## src/design/assert_macros.svh

```systemverilog
// Assertion macros used by the top-level design file.
`ifndef ASSERT_MACROS_SVH
`define ASSERT_MACROS_SVH
`ifndef SYNTHESIS
`define ASSERT_RST(lbl, prop) \
  lbl: assert property (@(posedge clk_i) disable iff (!rst_ni) prop) \
    else $error("assertion failed");
`define ASSERT_ALWAYS(lbl, prop) \
  lbl: assert property (@(posedge clk_i) prop) \
    else $error("assertion failed");
`else
`define ASSERT_RST(lbl, prop)
`define ASSERT_ALWAYS(lbl, prop)
`endif
`endif

```

## src/design/socnt_pkg.sv

```systemverilog
// Types and constants of the satellite observation count table.
package socnt_pkg;

  localparam int TABLE_DEPTH = 64;
  localparam int KIND_COUNT  = 5;

  localparam int CONS_W   = 3;
  localparam int SAT_W    = 8;
  localparam int KIND_W   = 3;
  localparam int KEY_W    = CONS_W + SAT_W;
  localparam int COUNT_W  = 17;
  localparam int STATUS_W = 3;
  localparam int TOT_W    = 7;

  localparam logic [COUNT_W-1:0] COUNT_MAX = 17'd99999;

  typedef enum logic [STATUS_W-1:0] {
    ST_INCREMENTED = 3'd0,
    ST_ADDED       = 3'd1,
    ST_FULL        = 3'd2,
    ST_ZERO_SAT    = 3'd3,
    ST_BAD_KIND    = 3'd4
  } status_e;

  typedef struct packed {
    logic                vld;
    logic                done;
    logic [CONS_W-1:0]   cons;
    logic [SAT_W-1:0]    sat;
    logic [KIND_W-1:0]   kind;
    status_e             status;
    logic [COUNT_W-1:0]  count;
    logic [TOT_W-1:0]    cons_cnt;
    logic [TOT_W-1:0]    tot_cnt;
  } tok_t;

endpackage

```

## src/design/socnt_cell.sv

```systemverilog
// One table slot: key, kind counters and the item token register.
module socnt_cell (
  input  logic             clk_i,
  input  logic             rst_ni,
  input  logic             adv_i,
  input  socnt_pkg::tok_t  tok_i,
  output socnt_pkg::tok_t  tok_o
);

  logic                                valid_q, valid_d;
  logic [socnt_pkg::KEY_W-1:0]         key_q, key_d;
  logic [socnt_pkg::COUNT_W-1:0]       cnt_q [socnt_pkg::KIND_COUNT];
  logic [socnt_pkg::COUNT_W-1:0]       cnt_d [socnt_pkg::KIND_COUNT];
  logic [socnt_pkg::COUNT_W-1:0]       inc   [socnt_pkg::KIND_COUNT];
  logic [socnt_pkg::KIND_COUNT-1:0]    sel;
  socnt_pkg::tok_t                     tok_q, tok_d;
  logic                                active, hit, take, cons_match;

  always_comb begin
    active  = tok_i.vld && !tok_i.done;
    hit     = active && valid_q && (key_q == {tok_i.cons, tok_i.sat});
    take    = active && !valid_q;
    valid_d = valid_q || take;
    key_d   = take ? {tok_i.cons, tok_i.sat} : key_q;
    tok_d   = tok_i;
    for (int k = 0; k < socnt_pkg::KIND_COUNT; k++) begin
      sel[k] = (tok_i.kind == socnt_pkg::KIND_W'(k));
      inc[k] = (cnt_q[k] < socnt_pkg::COUNT_MAX) ? cnt_q[k] + 1'b1 : socnt_pkg::COUNT_MAX;
      cnt_d[k] = cnt_q[k];
      if (hit && sel[k]) begin
        cnt_d[k]    = inc[k];
        tok_d.count = inc[k];
      end
      if (take) begin
        cnt_d[k] = sel[k] ? socnt_pkg::COUNT_W'(1) : '0;
      end
    end
    if (hit) begin
      tok_d.done   = 1'b1;
      tok_d.status = socnt_pkg::ST_INCREMENTED;
    end
    if (take) begin
      tok_d.done   = 1'b1;
      tok_d.status = socnt_pkg::ST_ADDED;
      tok_d.count  = socnt_pkg::COUNT_W'(1);
    end
    cons_match     = valid_d && (key_d[socnt_pkg::KEY_W-1:socnt_pkg::SAT_W] == tok_i.cons);
    tok_d.cons_cnt = tok_i.cons_cnt + socnt_pkg::TOT_W'(cons_match);
    tok_d.tot_cnt  = tok_i.tot_cnt + socnt_pkg::TOT_W'(valid_d);
  end

  always_ff @(posedge clk_i or negedge rst_ni) begin
    if (!rst_ni) begin
      valid_q <= 1'b0;
      tok_q   <= '0;
    end else if (adv_i) begin
      valid_q <= valid_d;
      tok_q   <= tok_d;
    end
  end

  always_ff @(posedge clk_i) begin
    if (adv_i) begin
      key_q <= key_d;
      for (int k = 0; k < socnt_pkg::KIND_COUNT; k++) begin
        cnt_q[k] <= cnt_d[k];
      end
    end
  end

  assign tok_o = tok_q;

endmodule

```

## config.mk

```make
export PLATFORM = sky130hd
export DESIGN_NAME = socnt_cell
export DESIGN_NICKNAME = d
export VERILOG_FILES = /design/src/design/assert_macros.svh /design/src/design/socnt_pkg.sv /design/src/design/socnt_cell.sv
export SDC_FILE = /design/constraint.sdc
export NUM_CORES = 1
export LEC_CHECK = 0
export BUFFER_PORTS_ARGS = -buffer_cell sky130_fd_sc_hd__buf_2
export CAP_MARGIN = 10
export CORE_ASPECT_RATIO = 0.8
export CORE_MARGIN = 4
export CORE_UTILIZATION = 30
export CTS_CLUSTER_SIZE = 30
export DETAILED_ROUTE_END_ITERATION = 12
export PLACE_DENSITY = 0.57
export SETUP_SLACK_MARGIN = 0.4
export SYNTH_ARGS = -nofsm -noshare
export SYNTH_HDL_FRONTEND = slang
export SYNTH_SLANG_ARGS = --single-unit
export TNS_END_PERCENT = 50
```

## constraint.sdc

```tcl
create_clock -name clk_i -period 2.77 [get_ports clk_i]
set_input_delay 0.277 -clock clk_i [delete_from_list [all_inputs] [get_ports clk_i]]
set_output_delay 0.277 -clock clk_i [all_outputs]
set_load 0.02 [all_outputs]
```

==> flow_summary.ini <==
[synth]
async_flop_share = 0.347
syn_inst = 853
synth_area_per_cell_sq_um = 9.74
yosysWarnings = 0
synth-adder-area-share = 0.0136
synth-simple-area-share = 0.205
synth_mux_area_frac = 0.0357
synth-seq-area-share = 0.501
synth_ff_type = edfxtp_1
synth_edf_count = 96
ys_types = 65
synth_top_family_by_area = simple AND/OR/NAND/NOR gates
synth_seq_cells = 147
synthXorXnorAreaFrac = 0.0886
synth_nets = 915
synth_compound_area_frac = 0.138
synth_area_sq_um = 8310

[critical_path]
path_cells = xnor2_2, nand3_2, or4_4, nor3_4, buf_6, buf_12, nor2b_1, or3_1, a31oi_1, o2bb2ai_1
crit_path_start_kind = flip-flop
cp_max_fo = 5
cp.arrival_ns = 2.84
critPathMaxStageDelay_ns = 0.60
required_ns = 3.08
cp_slowest_cell = or4_4
critPathKind = reg -> reg
critPathTopFamily = simple AND/OR/NAND/NOR gates
worstPathBufferInverterCount = 2
worstSetupEndpointType = flip-flop

[power_and_ir_drop]
leakagePower_nw = 4.10
swShare = 0.253
power_density_nw_per_um2 = 488
comb_power_share = 0.098
ir_drop_uv = 425
p_int_mw = 3.95
clkPwrFrac = 0.437
p_switching_mw = 1.34
power_frac_seq = 0.464

[timing]
maxSlewViolCount = 0
finalCriticalPeriod_ns = 2.53
setup_viol = 0
max_freq_mhz = 396
fin_crit_sh = 0.913
setup_tns_ns = 0
slew_headroom = 0.467
rsz0062_at_grt = yes
worst_pin_slew_ns = 0.799
hold_violations = 0
clock_skew_ns = 0.0140

[placed_design]
dp_hpwl_microns = 19900
dpl_cell_area_sq_um = 9530
io_buffers = 102
gp_congestion = 0.980

[detailed_routing]
ant_nets = 0
drt_iter0_drc = 814
viasPerCell = 5.29
wirelength_microns = 27200
post-route-drc-count = 0
wl_per_cell_microns = 19.4
firstDrtPassIters = 5
num_vias = 7428

[global_routing]
grt_antenna_before_repair = 1
track_usage = 0.173
grt_overflow = 0
grt_pass1_vias = 7032
grt_start_max_net_pins = 45
grt_pass1_wl_microns = 40900

[cells_and_area]
register_area_sq_um = 4160
final_nets = 1088
syn2layout_area_growth_pct = 30.5
multi_input_area_sq_um = 4330
fin_area_sq_um = 10800
drive_gt1_frac = 0.290
num-fill-cells = 2747

[die]
die_width_microns = 194
ioPinCount = 103
die_area_sq_um = 30400
floorplan.initialDensity = 0.304
num_rows = 54
die_y_microns = 157
coreArea_sq_um = 27300

[clock_tree]
htreeDepth = 4
clockBufferDepth = 2
clk_pin_slew_ns = 0.06
clkLatencyLatePin_ns = 0.44
cts_tree = yes
clock_sinks = 147
root_buffer = clkbuf_16
cts_buffers = 17

[hold_path]
hold_class = in -> reg

[run_status]
status = complete, no violations

[run]
maxCapViolations = 0
path summary, 6_finish.rpt:
check	startpoint	to	slack [ns]	depth (start not counted)
worst max register to register	key_q[5]	tok_o[28]	0.24	10
worst min-delay path	tok_i[32]	tok_o[32]	0.07	2
max in group asynchronous	rst_ni	tok_o[25]	1.49	3
min in group asynchronous	rst_ni	tok_o[46]	0.47	2
worst max-delay path	key_q[5]	tok_o[28]	0.24	10
worst min register to register	tok_o[7]	tok_o[7]	0.50	1
power by group through the flow:
stage	clock network, mW	registers (mW)	logic, mW
6_report	2.31	2.46	0.521
5_1_grt	2.44	2.47	0.555
4_1_cts	2.35	2.46	0.496
3_5_place_dp	0	2.50	0.490
3_3_place_gp	0	2.50	0.487
2_1_floorplan	0	2.59	0.169
per-stage QoR:
stage / util / hold slack (ns) / setup slack, ns / total power [mW] / instances
6_report: 0.397 / 0.0672 / 0.242 / 5.29 / 1404
5_1_grt: 0.397 / 0.0600 / 0.111 / 5.47 / 1404
4_1_cts: 0.378 / 0.0481 / 0.178 / 5.31 / 1372
3_5_place_dp: 0.349 / 0.416 / 0.151 / 2.99 / 1328
3_3_place_gp: 0.349 / 0.416 / 0.227 / 2.99 / 1328
2_1_floorplan: - / -0.0186 / 0.320 / 2.76 / 853
kinds of logic after synthesis:
kind of cell    Yosys count
compound gates          185
flops                   147
mux                      27
xor+xnor                 84
simple gates            361
buf+inv                  40
fa+ha+maj                 9
cell type report:
class                   count  share of cell area
diodes                      1            0.000231
clock buffers              20              0.0412
clock inverters            12              0.0122
inverters                  12             0.00416
multi-input cells         666               0.400
flip-flops and latches    147               0.384
well taps                 364              0.0420
repair buffers            182               0.116
state kept, by name, summed over array words and instances (netlist names):
signal and flops:
valid_q 1, key_q 11, cnt_q 85, tok_o 50
Yosys cell counts, types with 17 or more instances:
library cell / n / area share
nand3_1: 32 / 0.019
edfxtp_1: 96 / 0.35
a21oi_1: 77 / 0.046
o21ai_0: 32 / 0.019
clkbuf_1: 22 / 0.0099
xnor2_1: 50 / 0.053
and3_1: 18 / 0.014
a31oi_1: 17 / 0.013
nand2_1: 78 / 0.035
xor2_1: 34 / 0.036
dfrtp_1: 51 / 0.15
nor2_1: 146 / 0.066
mux2_2: 21 / 0.028
per-layer routing:
metal	global-route usage	wire length (microns)	up-vias
met5	0	0	-
met4	0.0432	425	0
met3	0.0375	2310	41
met2	0.251	11500	309
met1	0.263	12900	3615
li1	-	-	3463
cell usage in the layout, fill, tap and decap left out, types with 27 or more instances in the layout:
| cell | instances |
|---|---|
| nand2_1 | 75 |
| buf_4 | 63 |
| dfrtp_1 | 51 |
| nor2_1 | 139 |
| edfxtp_1 | 96 |
| nand3_1 | 27 |
| xor2_1 | 34 |
| buf_2 | 102 |
| xnor2_1 | 45 |
| a21oi_1 | 72 |
timing repair:
action                                 CTS  global route
hold buffers                             1             0
resized for setup                       13            67
buffers inserted                         8            30
pin swaps                               10            24
setup endpoints to repair               51           114
endpoints found under the hold margin   33             0
gates cloned                             3             1
(Power assumes the default switching activity.)
